$ cat src/sjfr_pkg.sv
// ----------------------------------------------------------------------------
// sjfr_pkg: shared types and helpers for the shift-jis find and replace block
// transaction structs, config register indexes, cell control and byte classes
// ----------------------------------------------------------------------------
package sjfr_pkg;

    localparam int CFG_DATA_W   = 64;
    localparam int CFG_INDEX_W  = 3;
    localparam int RESULT_LIMIT = 16;
    localparam int RESULT_CNT_W = 5;

    localparam logic [7:0] CASE_GAP  = 8'h20;
    localparam logic [7:0] LEAD_BASE = 8'hA1;
    localparam logic [7:0] LEAD_SPAN = 8'h3B;
    localparam logic [7:0] LOWER_A   = 8'h61;
    localparam logic [7:0] LOWER_Z   = 8'h7A;

    typedef enum logic [CFG_INDEX_W-1:0] {
        REG_PATTERN_BYTES      = 3'd0,
        REG_PATTERN_LENGTH     = 3'd1,
        REG_REPLACEMENT_BYTES  = 3'd2,
        REG_REPLACEMENT_LENGTH = 3'd3,
        REG_CASE_SENSITIVE     = 3'd4
    } cfg_index_t;

    typedef enum logic [2:0] {
        ST_IDLE,
        ST_DIRECT,
        ST_REPL,
        ST_POP,
        ST_MARK
    } seq_state_t;

    typedef struct packed {
        logic [7:0] in_byte;
        logic       in_last;
    } in_item_t;

    typedef struct packed {
        logic [7:0] out_byte;
        logic       has_byte;
        logic       out_last;
    } out_item_t;

    typedef struct packed {
        logic load;
        logic shift;
        logic head;
        logic active;
        logic final_pos;
        logic case_sens;
    } cell_ctrl_t;

    typedef struct packed {
        logic trail;
        logic match;
    } cell_link_t;

    function automatic logic is_lead(input logic [7:0] b);
        logic [7:0] d;
        d = (b ^ CASE_GAP) - LEAD_BASE;
        return d <= LEAD_SPAN;
    endfunction

    function automatic logic [7:0] fold(input logic [7:0] b);
        return (b >= LOWER_A && b <= LOWER_Z) ? (b - CASE_GAP) : b;
    endfunction

endpackage

$ cat src/sjfr_cell.sv
// ----------------------------------------------------------------------------
// sjfr_cell: one position of the candidate window
// holds one byte, compares it with its pattern byte and passes the trail and
// match flags on to the next position
// ----------------------------------------------------------------------------
module sjfr_cell (
    input  logic                 aclk,
    input  sjfr_pkg::cell_ctrl_t ctrl,
    input  logic [7:0]           in_byte,
    input  logic [7:0]           pat_byte,
    input  logic [7:0]           next_byte,
    input  sjfr_pkg::cell_link_t link_in,
    output sjfr_pkg::cell_link_t link_out,
    output logic [7:0]           byte_q,
    output logic [7:0]           eff_byte
);

    logic [7:0] byte_reg;
    logic [7:0] byte_next;
    logic       exact_eq;
    logic       fold_eq;
    logic       lead;
    logic       pos_ok;

    always_comb begin
        byte_next = byte_reg;
        if (ctrl.load) begin
            byte_next = in_byte;
        end else if (ctrl.shift) begin
            byte_next = next_byte;
        end
    end

    always_ff @(posedge aclk) begin
        byte_reg <= byte_next;
    end

    // the byte being written this cycle takes part in the compare at once
    assign eff_byte = ctrl.load ? in_byte : byte_reg;
    assign byte_q   = byte_reg;

    assign exact_eq = (eff_byte == pat_byte);
    assign fold_eq  = (sjfr_pkg::fold(eff_byte) == sjfr_pkg::fold(pat_byte));
    assign lead     = sjfr_pkg::is_lead(eff_byte);

    always_comb begin
        if (ctrl.case_sens) begin
            pos_ok = exact_eq;
        end else if (ctrl.head) begin
            pos_ok = fold_eq;
        end else if (link_in.trail) begin
            pos_ok = exact_eq;
        end else begin
            // a lead byte in the final position has no room for its trail
            pos_ok = fold_eq && !(lead && ctrl.final_pos);
        end
    end

    assign link_out.trail = !ctrl.head && !link_in.trail && lead;
    assign link_out.match = link_in.match && (!ctrl.active || pos_ok);

endmodule

$ cat src/sjis_find_and_replace.sv
// ----------------------------------------------------------------------------
// sjis_find_and_replace: streaming substring replace over shift-jis text
// each hit is replaced by the replacement bytes and held bytes are flushed at string end;
// results leave through one registered result port
// aresetn (sync, low) clears sequencer, counters and config; cell bytes hold until written
// ----------------------------------------------------------------------------
module sjis_find_and_replace #(
    parameter int MAX_PATTERN     = 8,
    parameter int MAX_REPLACEMENT = 8
) (
    input  logic                                aclk,
    input  logic                                aresetn,
    input  logic                                s_valid,
    output logic                                s_ready,
    input  sjfr_pkg::in_item_t                  s_data,
    output logic                                m_valid,
    input  logic                                m_ready,
    output sjfr_pkg::out_item_t                 m_data,
    input  logic                                cfg_we,
    input  logic [sjfr_pkg::CFG_INDEX_W-1:0]    cfg_index,
    input  logic [sjfr_pkg::CFG_DATA_W-1:0]     cfg_wdata
);

    localparam int CW  = $clog2(MAX_PATTERN + 1);
    localparam int RW  = (MAX_REPLACEMENT < 1) ? 1 : $clog2(MAX_REPLACEMENT + 1);
    localparam int RIW = (MAX_REPLACEMENT <= 2) ? 1 : $clog2(MAX_REPLACEMENT);
    localparam int REG_BYTES = sjfr_pkg::CFG_DATA_W / 8;
    localparam int NW  = sjfr_pkg::RESULT_CNT_W;

    // configuration
    logic [sjfr_pkg::CFG_DATA_W-1:0] pattern_reg;
    logic [3:0]                      plen_reg;
    logic [sjfr_pkg::CFG_DATA_W-1:0] repl_reg;
    logic [3:0]                      rlen_reg;
    logic                            cs_reg;

    // sequencer and window control
    sjfr_pkg::seq_state_t state_reg, state_next;
    logic [CW-1:0]   count_reg, count_next;
    logic            pass_reg, pass_next;
    logic [RW-1:0]   rep_left_reg, rep_left_next;
    logic [RIW-1:0]  rep_idx_reg, rep_idx_next;
    logic [CW-1:0]   drop_left_reg, drop_left_next;
    logic [CW-1:0]   pop_left_reg, pop_left_next;
    logic            last_reg, last_next;
    logic [NW-1:0]   n_reg, n_next;
    logic [7:0]      direct_byte_reg;

    // result register
    logic                m_valid_reg, m_valid_next;
    sjfr_pkg::out_item_t m_data_reg;

    // cell row
    sjfr_pkg::cell_ctrl_t cell_ctrl [MAX_PATTERN];
    sjfr_pkg::cell_link_t link      [MAX_PATTERN+1];
    logic [7:0]           pat_b     [MAX_PATTERN];
    logic [7:0]           nxt_b     [MAX_PATTERN];
    logic [7:0]           cell_q    [MAX_PATTERN];
    logic [7:0]           cell_eff  [MAX_PATTERN];

    logic [CW-1:0] len_eff;
    logic [RW-1:0] rlen_eff;
    logic          accept;
    logic          push_now;
    logic          shift_en;
    logic [CW-1:0] c_w;
    logic          eval_now;
    logic          hit;
    logic          lead0;
    logic [CW-1:0] drop_a;
    logic [CW-1:0] base_a;
    logic [CW-1:0] pops_a;
    logic [CW-1:0] count_a;
    logic          pass_a;
    logic [RW-1:0] rep_a;

    logic                emit_req;
    sjfr_pkg::out_item_t emit_data;
    logic                out_free;
    logic                suppress;
    logic                go;
    logic                load_out;
    logic                at_limit_edge;
    logic [7:0]          rep_byte;

    // ------------------------------------------------------------------
    // configuration writes
    always_ff @(posedge aclk) begin
        if (!aresetn) begin
            pattern_reg <= '0;
            plen_reg    <= 4'd1;
            repl_reg    <= '0;
            rlen_reg    <= 4'd0;
            cs_reg      <= 1'b1;
        end else if (cfg_we) begin
            unique case (cfg_index)
                sjfr_pkg::REG_PATTERN_BYTES:      pattern_reg <= cfg_wdata;
                sjfr_pkg::REG_PATTERN_LENGTH:     plen_reg    <= cfg_wdata[3:0];
                sjfr_pkg::REG_REPLACEMENT_BYTES:  repl_reg    <= cfg_wdata;
                sjfr_pkg::REG_REPLACEMENT_LENGTH: rlen_reg    <= cfg_wdata[3:0];
                sjfr_pkg::REG_CASE_SENSITIVE:     cs_reg      <= cfg_wdata[0];
                default: begin
                end
            endcase
        end
    end

    // lengths saturate at the window and replacement limits
    assign len_eff  = (5'(plen_reg) > 5'(MAX_PATTERN)) ? CW'(MAX_PATTERN) : CW'(plen_reg);
    assign rlen_eff = (5'(rlen_reg) > 5'(MAX_REPLACEMENT)) ?
                      RW'(MAX_REPLACEMENT) : RW'(rlen_reg);

    // ------------------------------------------------------------------
    // cell row
    assign link[0] = '{trail: 1'b0, match: 1'b1};

    for (genvar g = 0; g < MAX_PATTERN; g++) begin : g_cell
        if (g < REG_BYTES) begin : g_pat
            assign pat_b[g] = pattern_reg[8*g +: 8];
        end else begin : g_pat_zero
            assign pat_b[g] = 8'h00;
        end

        if (g == MAX_PATTERN - 1) begin : g_tail
            assign nxt_b[g] = cell_q[g];
        end else begin : g_link
            assign nxt_b[g] = cell_q[g+1];
        end

        assign cell_ctrl[g].load      = push_now && (count_reg == CW'(g));
        assign cell_ctrl[g].shift     = shift_en;
        assign cell_ctrl[g].head      = 1'(g == 0);
        assign cell_ctrl[g].active    = CW'(g) < len_eff;
        assign cell_ctrl[g].final_pos = CW'(g) == (len_eff - CW'(1));
        assign cell_ctrl[g].case_sens = cs_reg;

        sjfr_cell u_cell (
            .aclk      (aclk),
            .ctrl      (cell_ctrl[g]),
            .in_byte   (s_data.in_byte),
            .pat_byte  (pat_b[g]),
            .next_byte (nxt_b[g]),
            .link_in   (link[g]),
            .link_out  (link[g+1]),
            .byte_q    (cell_q[g]),
            .eff_byte  (cell_eff[g])
        );
    end

    // ------------------------------------------------------------------
    // decision on the accepted byte
    assign s_ready  = (state_reg == sjfr_pkg::ST_IDLE);
    assign accept   = s_valid && s_ready;
    assign push_now = accept && !pass_reg && (count_reg < CW'(MAX_PATTERN));

    assign c_w      = push_now ? (count_reg + CW'(1)) : count_reg;
    assign eval_now = !pass_reg && (c_w >= len_eff);
    assign hit      = eval_now && (len_eff != '0) && link[MAX_PATTERN].match;
    assign lead0    = sjfr_pkg::is_lead(cell_eff[0]);

    always_comb begin
        drop_a = hit ? len_eff : '0;
        base_a = '0;
        if (eval_now && !hit) begin
            // a lead byte leaves together with its trail byte when that is held
            if (lead0 && (c_w > CW'(1))) begin
                base_a = CW'(2);
            end else begin
                base_a = CW'(1);
            end
        end
        pops_a  = s_data.in_last ? (c_w - drop_a) : base_a;
        count_a = c_w - drop_a - pops_a;
        pass_a  = eval_now && !hit && lead0 && (c_w == CW'(1)) && !s_data.in_last;
        rep_a   = hit ? rlen_eff : '0;
    end

    // ------------------------------------------------------------------
    // replacement byte lookup
    always_comb begin
        rep_byte = 8'h00;
        for (int k = 0; k < REG_BYTES; k++) begin
            if (k < MAX_REPLACEMENT && rep_idx_reg == RIW'(k)) begin
                rep_byte = repl_reg[8*k +: 8];
            end
        end
    end

    // ------------------------------------------------------------------
    // sequencer outputs
    assign out_free      = !m_valid_reg || m_ready;
    assign suppress      = (n_reg == NW'(sjfr_pkg::RESULT_LIMIT));
    assign at_limit_edge = (n_reg == NW'(sjfr_pkg::RESULT_LIMIT - 1));

    always_comb begin
        emit_req  = 1'b0;
        emit_data = '0;
        unique case (state_reg)
            sjfr_pkg::ST_DIRECT: begin
                emit_req           = 1'b1;
                emit_data.out_byte = direct_byte_reg;
                emit_data.has_byte = 1'b1;
                emit_data.out_last = last_reg && ((pop_left_reg == '0) || at_limit_edge);
            end
            sjfr_pkg::ST_REPL: begin
                emit_req           = (rep_left_reg != '0);
                emit_data.out_byte = rep_byte;
                emit_data.has_byte = 1'b1;
                emit_data.out_last = last_reg && (((rep_left_reg == RW'(1)) &&
                                     (pop_left_reg == '0)) || at_limit_edge);
            end
            sjfr_pkg::ST_POP: begin
                emit_req           = 1'b1;
                emit_data.out_byte = cell_q[0];
                emit_data.has_byte = 1'b1;
                emit_data.out_last = last_reg && ((pop_left_reg == CW'(1)) || at_limit_edge);
            end
            sjfr_pkg::ST_MARK: begin
                // string ended with nothing to show
                emit_req           = 1'b1;
                emit_data.out_last = 1'b1;
            end
            default: begin
            end
        endcase
    end

    // results past the limit are consumed without showing
    assign go       = emit_req && (out_free || suppress);
    assign load_out = go && !suppress;
    assign shift_en = ((state_reg == sjfr_pkg::ST_REPL) && (drop_left_reg != '0)) ||
                      ((state_reg == sjfr_pkg::ST_POP) && go);

    // ------------------------------------------------------------------
    // next state
    always_comb begin
        state_next = state_reg;
        unique case (state_reg)
            sjfr_pkg::ST_IDLE: begin
                if (accept) begin
                    priority if (pass_reg) begin
                        state_next = sjfr_pkg::ST_DIRECT;
                    end else if (hit) begin
                        state_next = sjfr_pkg::ST_REPL;
                    end else if (pops_a != '0) begin
                        state_next = sjfr_pkg::ST_POP;
                    end else if (s_data.in_last) begin
                        state_next = sjfr_pkg::ST_MARK;
                    end else begin
                        state_next = sjfr_pkg::ST_IDLE;
                    end
                end
            end
            sjfr_pkg::ST_DIRECT: begin
                if (go) begin
                    state_next = (pop_left_reg != '0) ? sjfr_pkg::ST_POP : sjfr_pkg::ST_IDLE;
                end
            end
            sjfr_pkg::ST_REPL: begin
                if (((rep_left_reg == '0) || ((rep_left_reg == RW'(1)) && go)) &&
                    (drop_left_reg <= CW'(1))) begin
                    priority if (pop_left_reg != '0) begin
                        state_next = sjfr_pkg::ST_POP;
                    end else if (last_reg && (n_next == '0)) begin
                        state_next = sjfr_pkg::ST_MARK;
                    end else begin
                        state_next = sjfr_pkg::ST_IDLE;
                    end
                end
            end
            sjfr_pkg::ST_POP: begin
                if (go && (pop_left_reg == CW'(1))) begin
                    state_next = sjfr_pkg::ST_IDLE;
                end
            end
            sjfr_pkg::ST_MARK: begin
                if (go) begin
                    state_next = sjfr_pkg::ST_IDLE;
                end
            end
            default: begin
                state_next = sjfr_pkg::ST_IDLE;
            end
        endcase
    end

    // ------------------------------------------------------------------
    // counters and window bookkeeping
    always_comb begin
        count_next     = count_reg;
        pass_next      = pass_reg;
        rep_left_next  = rep_left_reg;
        rep_idx_next   = rep_idx_reg;
        drop_left_next = drop_left_reg;
        pop_left_next  = pop_left_reg;
        last_next      = last_reg;
        n_next         = n_reg + NW'(load_out);
        if (accept) begin
            count_next     = count_a;
            pass_next      = pass_a;
            rep_left_next  = rep_a;
            rep_idx_next   = '0;
            drop_left_next = drop_a;
            pop_left_next  = pops_a;
            last_next      = s_data.in_last;
            n_next         = '0;
        end else begin
            if ((state_reg == sjfr_pkg::ST_REPL) && (drop_left_reg != '0)) begin
                drop_left_next = drop_left_reg - CW'(1);
            end
            if ((state_reg == sjfr_pkg::ST_REPL) && go) begin
                rep_left_next = rep_left_reg - RW'(1);
                rep_idx_next  = rep_idx_reg + RIW'(1);
            end
            if ((state_reg == sjfr_pkg::ST_POP) && go) begin
                pop_left_next = pop_left_reg - CW'(1);
            end
        end
    end

    always_comb begin
        m_valid_next = m_valid_reg;
        if (load_out) begin
            m_valid_next = 1'b1;
        end else if (m_ready) begin
            m_valid_next = 1'b0;
        end
    end

    always_ff @(posedge aclk) begin
        if (!aresetn) begin
            state_reg     <= sjfr_pkg::ST_IDLE;
            count_reg     <= '0;
            pass_reg      <= 1'b0;
            rep_left_reg  <= '0;
            drop_left_reg <= '0;
            pop_left_reg  <= '0;
            last_reg      <= 1'b0;
            n_reg         <= '0;
            m_valid_reg   <= 1'b0;
        end else begin
            state_reg     <= state_next;
            count_reg     <= count_next;
            pass_reg      <= pass_next;
            rep_left_reg  <= rep_left_next;
            drop_left_reg <= drop_left_next;
            pop_left_reg  <= pop_left_next;
            last_reg      <= last_next;
            n_reg         <= n_next;
            m_valid_reg   <= m_valid_next;
        end
    end

    always_ff @(posedge aclk) begin
        rep_idx_reg <= rep_idx_next;
        if (accept) begin
            direct_byte_reg <= s_data.in_byte;
        end
        if (load_out) begin
            m_data_reg <= emit_data;
        end
    end

    assign m_valid = m_valid_reg;
    assign m_data  = m_data_reg;

`ifndef SYNTHESIS
    a_count_bound: assert property (@(posedge aclk) disable iff (!aresetn)
        count_reg <= CW'(MAX_PATTERN))
        else $error("window count past the cell row");

    a_result_bound: assert property (@(posedge aclk) disable iff (!aresetn)
        n_reg <= NW'(sjfr_pkg::RESULT_LIMIT))
        else $error("result count past the limit");

    a_pass_empty: assert property (@(posedge aclk) disable iff (!aresetn)
        pass_reg |-> (count_reg == '0))
        else $error("trail byte pending with bytes held in the window");

    a_mark_only_empty: assert property (@(posedge aclk) disable iff (!aresetn)
        (state_reg == sjfr_pkg::ST_MARK) |-> (last_reg && (n_reg == '0)))
        else $error("end marker after results of the same transaction");

    a_accept_clean: assert property (@(posedge aclk) disable iff (!aresetn)
        accept |-> ((rep_left_reg == '0) && (drop_left_reg == '0) && (pop_left_reg == '0)))
        else $error("transaction taken while work is still queued");
`endif

endmodule
$ cat config.mk
export PLATFORM = sky130hd
export DESIGN_NAME = sjis_find_and_replace
export DESIGN_NICKNAME = d
export VERILOG_FILES = /design/src/sjfr_pkg.sv /design/src/sjfr_cell.sv /design/src/sjis_find_and_replace.sv
export SDC_FILE = /design/constraint.sdc
export NUM_CORES = 1
export LEC_CHECK = 0
export BUFFER_PORTS_ARGS = -buffer_cell sky130_fd_sc_hd__buf_2
export CAP_MARGIN = 10
export CORE_ASPECT_RATIO = 1.75
export CORE_MARGIN = 2
export CORE_UTILIZATION = 50
export DETAILED_ROUTE_END_ITERATION = 10
export GPL_ROUTABILITY_DRIVEN = 0
export PLACE_DENSITY_LB_ADDON = 0.12
export SYNTH_ARGS = -nofsm -noshare
export SYNTH_HDL_FRONTEND = slang
export SYNTH_SLANG_ARGS = --single-unit
$ cat constraint.sdc
create_clock -name aclk -period 8.9 [get_ports aclk]
set_input_delay 0.89 -clock aclk [delete_from_list [all_inputs] [get_ports aclk]]
set_output_delay 0.89 -clock aclk [all_outputs]
set_load 0.02 [all_outputs]
## Word-level counts from Yosys, hierarchy flattened

Cells that the tools add are included.

- Flip-flop bits (word level): 249
- Latch bits: 0
- Bits in writable memories: 0
- ROM bits: 0
- Input port bits: 81
- Output and inout bits: 12
- Word-level logic and storage cells: 414
- Memories kept: 0

- Add/subtract/negate cells: 33
- Multipliers: 0
- Div/mod/pow operators: 0
- Order comparisons: 54
- Equality and inequality tests: 55
- Shifts and indexed selects: 0
- Mux-type cells: 93
- Bitwise operators: 8
- Reductions and logical operators: 144

Operators with widths:

| kind | count |
|---|---|
| 8-bit 2-to-1 mux | 46 |
| 8-bit equality test | 16 |
| 8-bit by 7-bit >= comparator with 1-bit output (second input constant) | 16 |
| 8-bit by 7-bit less-or-equal comparator with 1-bit output (second input constant) | 16 |
| 8-bit by 6-bit subtractor with 8-bit output (second input constant) | 16 |
| 1-bit logical AND | 74 |
| 8-bit by 6-bit less-or-equal comparator with 1-bit output (second input constant) | 8 |
| 8-bit subtractor (second input constant) | 8 |
| 4-bit 2-to-1 mux | 12 |
| 3-bit 2-to-1 mux | 11 |
| 9-bit one-hot mux with 3 select lines | 1 |
| 1-bit zero test | 25 |
| 2-bit nonzero test | 11 |
| 4-bit nonzero test | 5 |
| 3-bit by 2-bit equality test with 1-bit output (second input constant) | 6 |
| 3-bit equality test (second input constant) | 6 |
| 3-bit by 4-bit equality test with 1-bit output (first input constant) | 4 |
| 4-bit by 1-bit equality test with 1-bit output (second input constant) | 4 |
| 4-bit by 3-bit equality test with 1-bit output (second input constant) | 4 |
| 3-bit by 4-bit < comparator with 1-bit output (first input constant) | 4 |
| 1-bit 2-to-1 mux | 16 |
| 4-bit by 1-bit subtractor with 4-bit output (second input constant) | 4 |
| 1-bit logical OR | 15 |
| 3-bit one-hot mux with 5 select lines | 1 |
| other kinds (30) | 58 |

## Logic depth before layout (Yosys ltp)

- Depth in word-level cells: 34
- Gate-level depth with buffers: 30
- Gate-level depth less buffers: 28

## Modules after synthesis

A second synthesis with hierarchy kept.

- Cells, all modules: 2006
- Area, all modules: 16777.3 um^2

Modules (own cells, without submodules):

| module | instances | cells an instance | area each (um^2) | sequential area each (um^2) |
|---|---|---|---|---|
| sjis_find_and_replace | 1 | 1070 | 8779.7 | 3883.7 |
| sjfr_cell | 8 | 117 | 999.7 | 240.2 |

## Worst setup path after synthesis

OpenSTA, ideal clock, no wires.

- Kind: input to register
- From: input s_valid
- To: register count_reg[3]
- Setup time: 95 ps
- Arrival: 6226 ps
- Data required time: 8805 ps
- Path slack: 2579 ps
- Stages on the path: 27
- Buffers on the path: 3
- Path through: buf_2 nor4bb_1 clkbuf_1 nand2_1 clkbuf_1 a21boi_0 ha_1 a2111oi_1 or3_4 o21a_1 or2_0 a2111oi_1 o21ai_1 nand4bb_1 nor3b_1 ha_1 inv_1 fa_1 nand2_1 o21ai_1 inv_1 ha_1 a21oi_1 nor2_1 nor2_1 nand2_1 a221oi_1

- Longest elaborated chain between the ends: 28
- Elaborated cells on any way between the ends: 174
- Those cells by class: add/sub (18); order compare (26); eq/ne (16); mux (35); bitwise (8); reduce/logical (71)

RTL lines:

| item | RTL line | source |
|---|---|---|
| start, declared | sjis_find_and_replace.sv:13 | `input logic s_valid,` |
| 1-bit logical AND (*) | sjis_find_and_replace.sv:153 | `assign accept = s_valid && s_ready;` |
| branches (longest 27 deep; another with 8-bit subtractor) | -- |  |
| end signal, assigned | sjis_find_and_replace.sv:343 | `count_reg <= count_next;` |
| end, declared | sjis_find_and_replace.sv:39 | `logic [CW-1:0] count_reg, count_next;` |

Mark *: on every way between the ends.
A chain may end at the register's enable or synchronous reset.

## Final worst setup path

- From: register state_reg[2]
- To: register state_reg[0]

- Longest elaborated chain between the ends: 34
- Elaborated cells on any way between the ends: 197
- Those cells by class: add/sub (17); order compare (26); eq/ne (25); mux (41); bitwise (8); reduce/logical (80)

RTL lines:

| item | RTL line | source |
|---|---|---|
| start, declared | sjis_find_and_replace.sv:38 | `sjfr_pkg::seq_state_t state_reg, state_next;` |
| start signal, assigned | sjis_find_and_replace.sv:332 | `state_reg <= sjfr_pkg::ST_IDLE;` |
| start signal, assigned | sjis_find_and_replace.sv:342 | `state_reg <= state_next;` |
| branches (longest 34 deep; another with 8-bit subtractor) | -- |  |

Several ways; the timed one is not identified. The select of a mux whose other input is x is not followed.

==> metrics.md <==
| Metric | Value |
|---|---|
| Status | `finished, final reports clean` |
| Buffers on Ports | `92` |
| N_diodes | `0` |
| Post-synth ARST share | `0` |
| Initial antenna violation count | `0` |
| R2R depth | `22` |
| TritonCTS clock tree | `yes` |
| CTS Buf Count | `25` |
| Top_reg_cell synth | `dfxtp_1` |
| CP Max Fanout | `23` |
| H-tree depth | `1` |
| PD cells | `241 nW/um^2` |
| Final non-filler cell area | `17000 sq um` |
| Rel. slew slack | `0.201` |
| Seq/Total Area, Yosys | `0.368` |
| Layout cell share with drive strength beyond 1 | `0.101` |
| Peak VDD IR | `between 200 and 250 uV` |
| MaxCap Viol Count | `0` |
| Starting Density | `0.506` |
| Slew Viols, Final | `0` |
| Ports | `93` |
| Startpoint Class | `register` |
| Die ar. | `around 33000 sq um` |
| Drt first pass iters | `8` |
| # Post-CTS Setup Buffers | `0` |
| PostCTS Resize Cnt | `0` |
| Classification of the worst setup path | `reg -> reg` |
| Leak pwr | `roughly 6.4 nW` |
| Share of the synthesized area in the top cell type | `0.225` |
| Final min period | `roughly 7300 ps` |
| Clock slew at reported path FFs | `70 ps` |
| Largest net degree at the start of global routing | `100` |
| Rows | `85` |
| Placed instance count | `roughly 2400` |
| Overflow after GRT | `0` |
| Root Buffer | `clkbuf_16` |
| Synthesized flop and latch total | `between 200 and 250` |
| Placed cell area | `about 16000 sq um` |
| Crit-path cells | `or4b_1, nor2_1, nand2_1, a21boi_0, ha_1, xnor2_1, o211ai_1, a32oi_1, and2_1, o211ai_1, and2_1, o31ai_2, nand4bb_1, nor2_1, nand3_1, fa_1, xnor2_1, nor4bb_1, a21oi_1, a21oi_1, nor2b_1, o221a_2` |
| Post-Syn Area per Cell | `between 7 and 8 sq um` |
| Vias per cell | `6.21` |
| Worst Skew | `between 15 and 20 ps` |
| Die Ht | `around 240 um` |
| Via count | `14900` |
| Tightest Pin Transition | `approximately 1200 ps` |
| GRT Util Overall | `0.321` |
| Slowest CP cell | `or4b_1` |
| Die X | `between 100 and 150 um` |
| P&R area growth vs syn | `9.16%` |
| Worst skew pair latency | `560 ps` |
| Final Hold Fails | `0` |
| Crit share post-route | `0.824` |
| Hold-fix buffers, CTS | `0` |
| Mapped Area | `15600 sq um` |
| Most instantiated cells after synthesis | `503 x nand2_1, 211 x a21oi_1, 175 x dfxtp_1` |
| Wirelength per Cell | `21.7 um` |
| Post-detailed-route count of antenna-violating nets | `0` |
| Post-DP HPWL | `~39000 um` |
| Post-synth cell types | `between 90 and 100` |
| Hold Path Depth | `2` |
| # DRC | `0` |
| Number of synthesized flops with an enable pin | `74` |
| First-pass GRT wire length | `~80000 um` |
| Post-Layout Cell Count | `between 2000 and 2500` |
| CP endpoint kind | `register` |
| Synth Warn # | `0` |
| Routed Wire Length | `roughly 52000 um` |
| DP Worst Slack | `around 1400 ps` |
| Hold Path Class | `reg -> reg` |
| Worst Path Required | `9360 ps` |
| CP Data Arrival Time | `7790 ps` |
| Max Root-Sink Buffers | `3` |
| Mapped Cells | `around 2000` |
| Final Power | `about 4.1 mW` |
| Clock sinks | `around 250` |
| FMAX | `about 0.14 GHz` |
| Syn_nets | `between 2000 and 2500` |
| PnR worst setup slack | `roughly 1600 ps` |
| Most common cell in the netlist | `nand2_1` |
| Synth area leaders | `dfxtp_1 23%, edfxtp_1 14%, nand2_1 12%` |
| Worst path max stage delay | `~1000 ps` |
| DR iter-0 viols | `between 1000 and 1500` |
| Number of global-route vias before repair | `around 14000` |
| Nets | `between 2000 and 2500` |
| Setup Total Neg Slack | `0 ps` |
| RSZ-0062 raised after global routing | `false` |
| Core area | `a little over 30000 sq um` |
| Cell taking the most area after synthesis | `dfxtp_1` |
| Setup Viol. Count Final | `0` |
## power by group
group	internal (mW)	switching, mW	total [mW]
Clock	0.586	0.471	1.06
Sequential	1.35	0.177	1.53
Combinational	0.569	0.936	1.50
Total	2.51	1.58	4.09
## through the flow
stage / utilization / hold WS [ps]
detailed placement: 0.526 / 446
global route: 0.552 / 477
CTS: 0.552 / 455
floorplan: - / 433
finish: 0.552 / 455
global placement: 0.526 / 442
## worst max-delay path, delay by kind of cell, from the launching register on
kind,cells,cell delay [ps]
adder cells (fa/ha/maj),2,750
AND/OR/NAND/NOR,10,3700
XOR/XNOR,2,540
flip-flops,1,580
AO/OA/AOI/OAI,8,1610
## cell usage in the layout (no fill, tap or decap), types with 17 or more instances in the layout
cell / Yosys / routed
nand3_1: 51 / 51
buf_2: 11 / 92
nor2b_1: 31 / 31
clkbuf_16: 0 / 27
xnor2_1: 68 / 68
nor2_1: 102 / 102
mux2_2: 17 / 17
inv_1: 44 / 44
o22ai_1: 23 / 23
a21oi_1: 211 / 211
xor2_1: 19 / 19
a22oi_1: 23 / 23
nor3_1: 29 / 29
nand2_1: 503 / 502
edfxtp_1: 74 / 74
ha_1: 45 / 45
mux2i_1: 38 / 38
nand4_1: 21 / 21
or4_1: 25 / 25
dfxtp_1: 175 / 175
and3_1: 23 / 23
nor4_1: 22 / 22
o21ai_0: 62 / 62
buf_4: 0 / 18
o211ai_1: 24 / 24
## kinds of logic (layout without fill, tap and decap cells)
group	after synthesis	after routing	synth area share
buffers and inverters	163	204	0.0431
adders and majority gates	47	47	0.0388
xor gates and xnor gates	89	89	0.0520
DFF	249	249	0.368
and+or+nand+nor	890	890	0.267
AOI/OAI and AO/OA	475	475	0.191
muxes	58	58	0.0401
## final cells by class
type / count / area [sq um]
clock inverter: 7 / 57.6
clock buffer: 39 / 751
multi-input combinational: 1559 / 9180
tap: 391 / 489
inverter: 48 / 183
sequential: 249 / 5730
fill: 2978 / 13800
timing repair buffer: 110 / 596
## metal layers
| metal | global-route usage | vias up | share of wire |
|---|---|---|---|
| met5 | 0 | - | 0 |
| met4 | 0.194 | 0 | 0.073 |
| met3 | 0.0363 | 199 | 0.059 |
| met2 | 0.568 | 612 | 0.50 |
| met1 | 0.362 | 7063 | 0.36 |
| li1 | - | 7048 | - |
## final timing paths
kind / startpoint / endpoint / slack, ps
setup / recovery: state_reg[2] / state_reg[0] / 1570
hold reg to reg: repl_reg[22] / repl_reg[22] / 450
setup reg to reg: state_reg[2] / state_reg[0] / 1570
hold / removal: repl_reg[22] / repl_reg[22] / 450
No activity file was read; power rests on OpenSTA's default activity.
